`src/rtl/nfa_pkg.sv`:
```
// Package for the next-fit identifier allocator.
// Holds the request and result word types, operation and class codes and sizing constants.
// No dependencies; every other file imports it.
package nfa_pkg;

  localparam int WORD_BITS = 32;
  localparam int WORD_W    = 5;
  localparam int MAX_SLOTS = 4096;
  localparam int OFS_W     = 12;
  localparam int ROW_W_MAX = OFS_W - WORD_W;
  localparam int CNT_W     = 13;

  localparam int DEF_PROC_FIRST   = 0;
  localparam int DEF_PROC_SLOTS   = 256;
  localparam int DEF_THREAD_FIRST = 256;
  localparam int DEF_THREAD_SLOTS = 1024;

  localparam logic [1:0] KIND_ALLOC    = 2'd0;
  localparam logic [1:0] KIND_RELEASE  = 2'd1;
  localparam logic [1:0] KIND_CLASSIFY = 2'd2;

  localparam logic POOL_PROC   = 1'b0;
  localparam logic POOL_THREAD = 1'b1;

  localparam logic [1:0] CLASS_PROC    = 2'd0;
  localparam logic [1:0] CLASS_THREAD  = 2'd1;
  localparam logic [1:0] CLASS_INVALID = 2'd2;

  typedef struct packed {
    logic [1:0]  kind;
    logic        pool;
    logic [15:0] ident;
  } req_word_t;

  typedef struct packed {
    logic [15:0] granted_id;
    logic        exhausted;
    logic [1:0]  id_class;
  } rsp_word_t;

  function automatic logic [WORD_BITS-1:0] low_mask(input logic [WORD_W:0] n);
    logic [WORD_BITS-1:0] m;
    for (int i = 0; i < WORD_BITS; i++) begin
      m[i] = ((WORD_W+1)'(i) < n);
    end
    return m;
  endfunction

endpackage

```
`src/rtl/nfa_bitmap.sv`:
```
// Used-bitmap store for one identifier pool, organised as rows of bitmap words.
// Each row has a valid flag cleared at reset, so an unwritten row reads as all free.
// Depends on nfa_pkg.
module nfa_bitmap import nfa_pkg::*; #(
  parameter  int ROWS  = 8,
  localparam int ROW_W = (ROWS > 1) ? $clog2(ROWS) : 1
) (
  input  logic                 clk,
  input  logic                 rst,
  input  logic                 rd_en,
  input  logic [ROW_W-1:0]     rd_row,
  output logic [WORD_BITS-1:0] rd_word,
  input  logic                 wr_en,
  input  logic [ROW_W-1:0]     wr_row,
  input  logic [WORD_BITS-1:0] wr_word
);

  logic [WORD_BITS-1:0] mem [ROWS];
  logic [ROWS-1:0]      row_valid;
  logic [WORD_BITS-1:0] rd_data;
  logic                 rd_valid;

  always_ff @(posedge clk) begin
    if (wr_en) begin
      mem[wr_row] <= wr_word;
    end
    if (rd_en) begin
      rd_data <= mem[rd_row];
    end
  end

  always_ff @(posedge clk) begin
    if (rst) begin
      row_valid <= '0;
      rd_valid  <= 1'b0;
    end else begin
      if (wr_en) begin
        row_valid[wr_row] <= 1'b1;
      end
      if (rd_en) begin
        rd_valid <= row_valid[rd_row];
      end
    end
  end

  assign rd_word = rd_valid ? rd_data : '0;

endmodule

```
`src/rtl/nfa_ffz.sv`:
```
// Shared search unit: finds the lowest free bit of a bitmap word at or above a start position.
// Used by both pools in turn under the top-level sequencer.
// Depends on nfa_pkg.
module nfa_ffz import nfa_pkg::*; (
  input  logic [WORD_BITS-1:0] word,
  input  logic [WORD_W-1:0]    from,
  output logic                 found,
  output logic [WORD_W-1:0]    pos
);

  logic [WORD_BITS-1:0] free;

  always_comb begin
    free  = ~word & ({WORD_BITS{1'b1}} << from);
    found = |free;
    pos   = '0;
    for (int i = WORD_BITS - 1; i >= 0; i--) begin
      if (free[i]) begin
        pos = WORD_W'(i);
      end
    end
  end

endmodule

```
`src/rtl/next_fit_id_allocator_top.sv`:
```
// Next-fit identifier allocator with a process pool and a thread pool; top level and sequencer.
// Depends on nfa_pkg, nfa_bitmap and nfa_ffz.
//
// One request word is taken at a time and yields one result word. Classify, and an allocate
// from a full pool, go straight to the push state that loads the result register; a release
// reads one bitmap row and clears the bit if it was set; an allocate visits k 32-bit bitmap
// rows from the cursor (1 to rows + 1), each row costing one registered read of the pool's
// bitmap store and one pass through the shared free-bit search unit. The result sits in an
// output register, so the next request is accepted while it waits. Rows carry valid flags
// cleared at reset, so there is no clearing pass and requests are taken straight after reset.
module next_fit_id_allocator_top import nfa_pkg::*; #(
  parameter int PROC_FIRST   = DEF_PROC_FIRST,
  parameter int PROC_SLOTS   = DEF_PROC_SLOTS,
  parameter int THREAD_FIRST = DEF_THREAD_FIRST,
  parameter int THREAD_SLOTS = DEF_THREAD_SLOTS
) (
  input  logic      clk,
  input  logic      rst,
  input  logic      req_valid,
  output logic      req_stall,
  input  req_word_t req,
  output logic      rsp_valid,
  input  logic      rsp_stall,
  output rsp_word_t rsp
);

  localparam int P_ROWS  = (PROC_SLOTS + WORD_BITS - 1) / WORD_BITS;
  localparam int T_ROWS  = (THREAD_SLOTS + WORD_BITS - 1) / WORD_BITS;
  localparam int P_ROW_W = (P_ROWS > 1) ? $clog2(P_ROWS) : 1;
  localparam int T_ROW_W = (T_ROWS > 1) ? $clog2(T_ROWS) : 1;
  localparam int P_TAIL  = PROC_SLOTS - (P_ROWS - 1) * WORD_BITS;
  localparam int T_TAIL  = THREAD_SLOTS - (T_ROWS - 1) * WORD_BITS;

  localparam logic [2:0] S_IDLE   = 3'd0;
  localparam logic [2:0] S_RD     = 3'd1;
  localparam logic [2:0] S_EV     = 3'd2;
  localparam logic [2:0] S_REL_RD = 3'd3;
  localparam logic [2:0] S_REL_EV = 3'd4;
  localparam logic [2:0] S_PUSH   = 3'd5;

  logic [2:0]           state;
  req_word_t            op;
  logic [ROW_W_MAX-1:0] row;
  logic [WORD_W-1:0]    lo;
  rsp_word_t            res;
  logic [CNT_W-1:0]     p_count;
  logic [CNT_W-1:0]     t_count;
  logic [OFS_W-1:0]     p_cursor;
  logic [OFS_W-1:0]     t_cursor;

  logic [WORD_BITS-1:0] p_rd_word;
  logic [WORD_BITS-1:0] t_rd_word;
  logic [WORD_BITS-1:0] rd_word;
  logic [WORD_BITS-1:0] scan_word;
  logic [ROW_W_MAX-1:0] last_row;
  logic [WORD_W:0]      tail;
  logic                 ffz_found;
  logic [WORD_W-1:0]    ffz_pos;
  logic [OFS_W-1:0]     found_off;
  logic [OFS_W-1:0]     cursor_next;
  logic [15:0]          granted_next;
  logic                 rd_en;
  logic                 wr_en;
  logic [WORD_BITS-1:0] wr_word;
  logic                 rel_hit;

  logic [16:0]          p_diff;
  logic [16:0]          t_diff;
  logic                 in_proc;
  logic                 in_thread;
  logic [1:0]           class_next;

  logic [CNT_W-1:0]     sel_count;
  logic [CNT_W-1:0]     sel_slots;
  logic [OFS_W-1:0]     sel_cursor;
  logic [16:0]          sel_diff;
  logic                 sel_in;

  assign req_stall = (state != S_IDLE);

  assign p_diff    = {1'b0, req.ident} - 17'(PROC_FIRST);
  assign t_diff    = {1'b0, req.ident} - 17'(THREAD_FIRST);
  assign in_proc   = !p_diff[16] && (p_diff < 17'(PROC_SLOTS));
  assign in_thread = !t_diff[16] && (t_diff < 17'(THREAD_SLOTS));
  assign class_next = in_proc ? CLASS_PROC : (in_thread ? CLASS_THREAD : CLASS_INVALID);

  always_comb begin
    if (req.pool == POOL_THREAD) begin
      sel_count  = t_count;
      sel_slots  = CNT_W'(THREAD_SLOTS);
      sel_cursor = t_cursor;
      sel_diff   = t_diff;
      sel_in     = in_thread;
    end else begin
      sel_count  = p_count;
      sel_slots  = CNT_W'(PROC_SLOTS);
      sel_cursor = p_cursor;
      sel_diff   = p_diff;
      sel_in     = in_proc;
    end
  end

  always_comb begin
    if (op.pool == POOL_THREAD) begin
      rd_word  = t_rd_word;
      last_row = ROW_W_MAX'(T_ROWS - 1);
      tail     = (WORD_W+1)'(T_TAIL);
    end else begin
      rd_word  = p_rd_word;
      last_row = ROW_W_MAX'(P_ROWS - 1);
      tail     = (WORD_W+1)'(P_TAIL);
    end
  end

  // Bits past the end of the pool in its last row count as used.
  assign scan_word = rd_word | ((row == last_row) ? ~low_mask(tail) : '0);

  nfa_ffz u_ffz (
    .word  (scan_word),
    .from  (lo),
    .found (ffz_found),
    .pos   (ffz_pos)
  );

  assign found_off = {row, ffz_pos};
  assign rel_hit   = rd_word[lo];

  always_comb begin
    if (op.pool == POOL_THREAD) begin
      cursor_next  = (found_off == OFS_W'(THREAD_SLOTS - 1)) ? '0 : found_off + 1'b1;
      granted_next = 16'(THREAD_FIRST) + 16'(found_off);
    end else begin
      cursor_next  = (found_off == OFS_W'(PROC_SLOTS - 1)) ? '0 : found_off + 1'b1;
      granted_next = 16'(PROC_FIRST) + 16'(found_off);
    end
  end

  always_comb begin
    rd_en   = (state == S_RD) || (state == S_REL_RD);
    wr_en   = 1'b0;
    wr_word = rd_word;
    if (state == S_EV && ffz_found) begin
      wr_en   = 1'b1;
      wr_word = rd_word | (WORD_BITS'(1) << ffz_pos);
    end else if (state == S_REL_EV && rel_hit) begin
      wr_en   = 1'b1;
      wr_word = rd_word & ~(WORD_BITS'(1) << lo);
    end
  end

  nfa_bitmap #(.ROWS(P_ROWS)) u_proc_map (
    .clk     (clk),
    .rst     (rst),
    .rd_en   (rd_en && op.pool == POOL_PROC),
    .rd_row  (row[P_ROW_W-1:0]),
    .rd_word (p_rd_word),
    .wr_en   (wr_en && op.pool == POOL_PROC),
    .wr_row  (row[P_ROW_W-1:0]),
    .wr_word (wr_word)
  );

  nfa_bitmap #(.ROWS(T_ROWS)) u_thread_map (
    .clk     (clk),
    .rst     (rst),
    .rd_en   (rd_en && op.pool == POOL_THREAD),
    .rd_row  (row[T_ROW_W-1:0]),
    .rd_word (t_rd_word),
    .wr_en   (wr_en && op.pool == POOL_THREAD),
    .wr_row  (row[T_ROW_W-1:0]),
    .wr_word (wr_word)
  );

  always_ff @(posedge clk) begin
    if (rst) begin
      state     <= S_IDLE;
      rsp_valid <= 1'b0;
      p_count   <= '0;
      t_count   <= '0;
      p_cursor  <= '0;
      t_cursor  <= '0;
    end else begin
      if (state == S_PUSH && (!rsp_valid || !rsp_stall)) begin
        rsp_valid <= 1'b1;
      end else if (rsp_valid && !rsp_stall) begin
        rsp_valid <= 1'b0;
      end
      case (state)
        S_IDLE: begin
          if (req_valid) begin
            op <= req;
            case (req.kind)
              KIND_ALLOC: begin
                if (sel_count >= sel_slots) begin
                  res   <= {16'd0, 1'b1, CLASS_PROC};
                  state <= S_PUSH;
                end else begin
                  res   <= '0;
                  row   <= sel_cursor[OFS_W-1:WORD_W];
                  lo    <= sel_cursor[WORD_W-1:0];
                  state <= S_RD;
                end
              end
              KIND_RELEASE: begin
                res   <= '0;
                row   <= sel_diff[OFS_W-1:WORD_W];
                lo    <= sel_diff[WORD_W-1:0];
                state <= sel_in ? S_REL_RD : S_PUSH;
              end
              KIND_CLASSIFY: begin
                res   <= {16'd0, 1'b0, class_next};
                state <= S_PUSH;
              end
              default: begin
                res   <= '0;
                state <= S_PUSH;
              end
            endcase
          end
        end
        S_RD: begin
          state <= S_EV;
        end
        S_EV: begin
          if (ffz_found) begin
            res.granted_id <= granted_next;
            if (op.pool == POOL_THREAD) begin
              t_count  <= t_count + 1'b1;
              t_cursor <= cursor_next;
            end else begin
              p_count  <= p_count + 1'b1;
              p_cursor <= cursor_next;
            end
            state <= S_PUSH;
          end else begin
            row   <= (row == last_row) ? '0 : row + 1'b1;
            lo    <= '0;
            state <= S_RD;
          end
        end
        S_REL_RD: begin
          state <= S_REL_EV;
        end
        S_REL_EV: begin
          if (rel_hit) begin
            if (op.pool == POOL_THREAD) begin
              t_count <= t_count - 1'b1;
            end else begin
              p_count <= p_count - 1'b1;
            end
          end
          state <= S_PUSH;
        end
        S_PUSH: begin
          if (!rsp_valid || !rsp_stall) begin
            state <= S_IDLE;
          end
        end
        default: begin
          state <= S_IDLE;
        end
      endcase
    end
  end

  always_ff @(posedge clk) begin
    if (state == S_PUSH && (!rsp_valid || !rsp_stall)) begin
      rsp <= res;
    end
  end

  a_accept_blocks: assert property (@(posedge clk) disable iff (rst)
    (req_valid && !req_stall) |=> req_stall)
    else $error("request accepted while another was still being served");

  a_exhausted_clean: assert property (@(posedge clk) disable iff (rst)
    (rsp_valid && rsp.exhausted) |-> (rsp.granted_id == 16'd0 && rsp.id_class == CLASS_PROC))
    else $error("exhausted result carries a granted identifier or a class");

  a_count_bound: assert property (@(posedge clk) disable iff (rst)
    (p_count <= CNT_W'(PROC_SLOTS)) && (t_count <= CNT_W'(THREAD_SLOTS)))
    else $error("live count exceeds pool size");

  a_cursor_bound: assert property (@(posedge clk) disable iff (rst)
    (p_cursor < OFS_W'(PROC_SLOTS)) && (t_cursor < OFS_W'(THREAD_SLOTS)))
    else $error("cursor left its pool range");

endmodule

```
`config.mk`:
```
export PLATFORM = sky130hd
export DESIGN_NAME = next_fit_id_allocator_top
export DESIGN_NICKNAME = d
export VERILOG_FILES = /design/src/rtl/nfa_pkg.sv /design/src/rtl/nfa_bitmap.sv /design/src/rtl/nfa_ffz.sv /design/src/rtl/next_fit_id_allocator_top.sv
export SDC_FILE = /design/constraint.sdc
export NUM_CORES = 2
export LEC_CHECK = 0
export BUFFER_PORTS_ARGS = -buffer_cell sky130_fd_sc_hd__buf_2
export CAP_MARGIN = 20
export CORE_ASPECT_RATIO = 2
export CORE_MARGIN = 2
export CORE_UTILIZATION = 40
export CTS_BUF_LIST = sky130_fd_sc_hd__clkbuf_8
export DETAILED_ROUTE_END_ITERATION = 16
export PLACE_DENSITY_LB_ADDON = 0.3
export SYNTH_ARGS = -nofsm -noshare
export SYNTH_HDL_FRONTEND = slang
export SYNTH_SLANG_ARGS = --single-unit
export TNS_END_PERCENT = 5
```
`constraint.sdc`:
```
create_clock -name clk -period 17.35 [get_ports clk]
set_clock_uncertainty 0.15 [all_clocks]
set_input_delay 0.8675 -clock clk [delete_from_list [all_inputs] [get_ports clk]]
set_output_delay 0.8675 -clock clk [all_outputs]
set_load 0.01 [all_outputs]
```
==> run summary <==
POWER AND IR DROP
------------------------------------------------------------------------------------------
Leakage                                                                            21.8 nW
Post-layout total power                                                            7.78 mW
Worst VDD drop                                                                 0.0000597 V
Total power density per cell area                                               118 nW/µm²

DETAILED ROUTING
------------------------------------------------------------------------------------------
DRC violation total after the first TritonRoute iteration                             3560
Via Count                                                                            37000
DRC violation count after routing                                                        0
Met3 routed wirelength                                                            10800 µm
Met1 Routed Length                                                                63500 µm
Drt total wl                                                                     192000 µm
Met2 routed WL                                                                   104000 µm
Avg Vias per Cell                                                                     6.04
Total iterations of the first detailed-routing run                                       8
DR WL/cell                                                                         31.3 µm
Routed Antenna Nets                                                                      0
Highest routing layer actually used                                                   met4

STA
------------------------------------------------------------------------------------------
Time the final worst path needs with I/O delays and setup                          6.33 ns
Part of the cycle the worst path needs                                               0.365
Total negative slack                                                                  0 ns
Slew HR                                                                              0.228
Max-slew violation count                                                                 0
Worst slew pin tran                                                                1.15 ns
Final-report setup violation count                                                       0
Achievable Freq                                                                    158 MHz
Count of final hold-check violations                                                     0
Unrepaired setup endpoints after global routing                                      false

MIN PATH
------------------------------------------------------------------------------------------
Worst min-delay path category                                                 input pin to register

LOGIC SYNTHESIS
------------------------------------------------------------------------------------------
Leading register cell type out of synthesis                                   sky130_fd_sc_hd__edfxtp_1
Post-synth cell types                                                                   83
Most instantiated library cell after synthesis                                sky130_fd_sc_hd__edfxtp_1
Number of register bits inferred by synthesis                                         1485
Dominant cell type by area after synthesis                                    sky130_fd_sc_hd__edfxtp_1
Cells taking the most area after synthesis                                    sky130_fd_sc_hd__edfxtp_1, sky130_fd_sc_hd__dfxtp_1, sky130_fd_sc_hd__a22oi_1
Warnings, synthesis                                                                      0
Mapped Avg Cell Area                                                              15.1 µm²
Post-synth top cells                                                          sky130_fd_sc_hd__edfxtp_1, sky130_fd_sc_hd__nand2_1, sky130_fd_sc_hd__a22oi_1
Count of flip-flops with a built-in enable after synthesis                            1389
Fraction of post-synthesis cell area in the top cell type by area                    0.706
Share of synthesized registers carrying an async set or reset                            0
Cell count after synthesis                                                            3906
Register area share after synthesis                                                  0.739
Netlist Area Pre-Place                                                           59100 µm²

PLACEMENT
------------------------------------------------------------------------------------------
PortBufs                                                                                40
Placed wire-length estimate after detailed placement                             117000 µm
Routability congestion estimate from global placement                                0.987

CLOCK TREE
------------------------------------------------------------------------------------------
Deepest level of the CTS H-tree                                                          4
CTS buffer count                                                                       199
Setup bufs post-CTS                                                                      0
Worst skew pair latency                                                            0.92 ns
Hold buffers post-CTS                                                                    0
Clock edge transition at the registers on the reported setup and hold paths        0.08 ns
Maximum count of clock buffers along a single path                                       4
TritonCTS clock tree                                                                 built
Number of clock sinks seen by CTS                                                     1485
Clock Root Buffer                                                             sky130_fd_sc_hd__clkbuf_8
Post-cts repair resize count                                                             0

GLOBAL ROUTE
------------------------------------------------------------------------------------------
Total gr overflow                                                                        0
Initial antenna violation count                                                          4
Largest net degree at the start of global routing                                      106
Via count of the first global-routing pass                                           37200
Global-route wire length before repair                                           271000 µm
Total Routing Usage GR                                                               0.253

CRITICAL PATH
------------------------------------------------------------------------------------------
Top cell by count, worst path                                                 sky130_fd_sc_hd__buf_4
Kind of critical path                                                         register to register
Sequence of cells on the critical path                                        buf_4 > buf_4 > and2_1 > a221o_1 > a2111oi_2 > nor3_1 > a41o_1 > a21oi_4 > nand2_2 > nor2_4 > buf_4
Slowest Stage Delay on Critical Path                                               0.84 ns
Slowest stage cell on the critical path                                       sky130_fd_sc_hd__a21oi_4
Endpoint class of the critical path                                               register
Largest fanout on the critical path                                                     40
Number of buffers and inverters on the critical path                                     3
Crit path launch type                                                             register
Kind of cell with the highest combined delay on the critical path             compound AO/OA/AOI/OAI gates
Data arrival at the endpoint of the critical path                                  6.70 ns
Data required time at the worst endpoint                                          17.71 ns

FLOORPLAN
------------------------------------------------------------------------------------------
Die area                                                                        151000 µm²
Boundary Pins                                                                           44
# rows                                                                                 199
Vertical extent of the die                                                          547 µm
Placeable core region                                                           147000 µm²
Die width                                                                           276 µm
Starting density of the core                                                         0.403

LAYOUT
------------------------------------------------------------------------------------------
Synthesis-to-finish area growth                                                      12.0%
Net total in the final layout                                                         4110
Layout cells sized above 1                                                           0.150
Share of the core filled with cells                                                  0.451

STATUS
------------------------------------------------------------------------------------------
Run status                                                                    finished, final reports clean

FLOW RUN
------------------------------------------------------------------------------------------
Count of max-cap constraint violations                                                   0

## placed cells by master, fill, tap and decap left out, types with 35 or more instances in the layout
master | netlist | routed
sky130_fd_sc_hd__mux2i_1 | 119 | 119
sky130_fd_sc_hd__nor2_1 | 228 | 188
sky130_fd_sc_hd__nand2_1 | 280 | 280
sky130_fd_sc_hd__ha_1 | 36 | 36
sky130_fd_sc_hd__nand3_1 | 133 | 133
sky130_fd_sc_hd__dfxtp_1 | 96 | 96
sky130_fd_sc_hd__a221oi_1 | 98 | 98
sky130_fd_sc_hd__o21ai_0 | 219 | 200
sky130_fd_sc_hd__a21oi_1 | 222 | 222
sky130_fd_sc_hd__a22o_1 | 41 | 41
sky130_fd_sc_hd__nor2_4 | 0 | 35
sky130_fd_sc_hd__a22oi_1 | 254 | 254
sky130_fd_sc_hd__clkbuf_8 | 0 | 210
sky130_fd_sc_hd__edfxtp_1 | 1389 | 1389
sky130_fd_sc_hd__inv_1 | 21 | 76
sky130_fd_sc_hd__buf_2 | 10 | 40
sky130_fd_sc_hd__buf_4 | 8 | 134
sky130_fd_sc_hd__clkinv_1 | 4 | 48
sky130_fd_sc_hd__mux4_2 | 45 | 45
## per-stage QoR
stage          cell area (µm²)  instances  hold WS [ns]  setup WS [ns]
5_1_grt                  66200       6117         0.176          10.80
2_1_floorplan            59100       3908         0.250          11.66
3_3_place_gp             62300       5750         0.255          11.05
6_report                 66200       6119         0.183          11.02
3_5_place_dp             62400       5756         0.257          11.09
4_1_cts                  66100       6115         0.107          10.97
## worst register-to-register path, cell delays in order, from the launching register on
cell	delay [ns]
sky130_fd_sc_hd__edfxtp_1	0.36
sky130_fd_sc_hd__buf_4	0.21
sky130_fd_sc_hd__buf_4	0.28
sky130_fd_sc_hd__and2_1	0.62
sky130_fd_sc_hd__a221o_1	0.52
sky130_fd_sc_hd__a2111oi_2	0.73
sky130_fd_sc_hd__nor3_1	0.17
sky130_fd_sc_hd__a41o_1	0.49
sky130_fd_sc_hd__a21oi_4	0.84
sky130_fd_sc_hd__nand2_2	0.48
sky130_fd_sc_hd__nor2_4	0.60
sky130_fd_sc_hd__buf_4	0.45
## final cells by class
class / instances / area (µm²)
inverters: 28 / 108
fillers: 12700 / 80500
flip-flops and latches: 1485 / 43600
multi-input cells: 2148 / 14800
clock buffers: 210 / 2890
diodes: 3 / 7.51
clock inverters: 149 / 860
repair buffers: 187 / 1470
well taps: 1909 / 2390
## power breakdown
group | internal, mW | switching (mW)
sequential | 4.01 | 0.0415
clock | 1.26 | 1.29
combinational | 0.321 | 0.855
total | 5.59 | 2.19
## logic make-up after synthesis
kind of cell,after synthesis,share of synthesized area
other,1,0.0000635
buffers and inverters,275,0.0186
multiplexers,195,0.0432
AND/OR/NAND/NOR,825,0.0635
flip-flops,1485,0.739
XOR/XNOR,40,0.00593
AO/OA/AOI/OAI,1047,0.121
adder cells (fa/ha/maj),38,0.00831
## flip-flops by register name (all words and copies together), names as in the netlist
| name | flops |
|---|---|
| u_proc_map.row_valid | 8 |
| state | 3 |
| t_cursor | 12 |
| p_cursor | 12 |
| lo | 5 |
| u_thread_map.mem | 1024 |
| u_thread_map.rd_data | 32 |
| u_proc_map.mem | 256 |
| u_proc_map.rd_data | 32 |
| rsp_valid | 1 |
| row | 7 |
| u_thread_map.row_valid | 32 |
| p_count | 13 |
| op | 1 |
| t_count | 13 |
| rsp | 16 |
| res | 16 |
| u_thread_map.rd_valid | 1 |
| u_proc_map.rd_valid | 1 |
## layer usage
layer / vias up / global-route usage
li1: 15700 / -
met1: 19000 / 0.269
met2: 1722 / 0.469
met3: 519 / 0.0299
met4: 0 / 0.156
met5: - / 0
## worst paths after layout
path / from / endpoint / slack [ns] / cells after the start
max: op[16] / u_thread_map.mem[26][5] / 11.02 / 11
max reg2reg: op[16] / u_thread_map.mem[26][5] / 11.02 / 11
min: rsp_stall / rsp_valid / 0.18 / 3
min reg2reg: res[8] / rsp[8] / 0.28 / 0
Note: power is estimated with default switching activity, not from simulation.
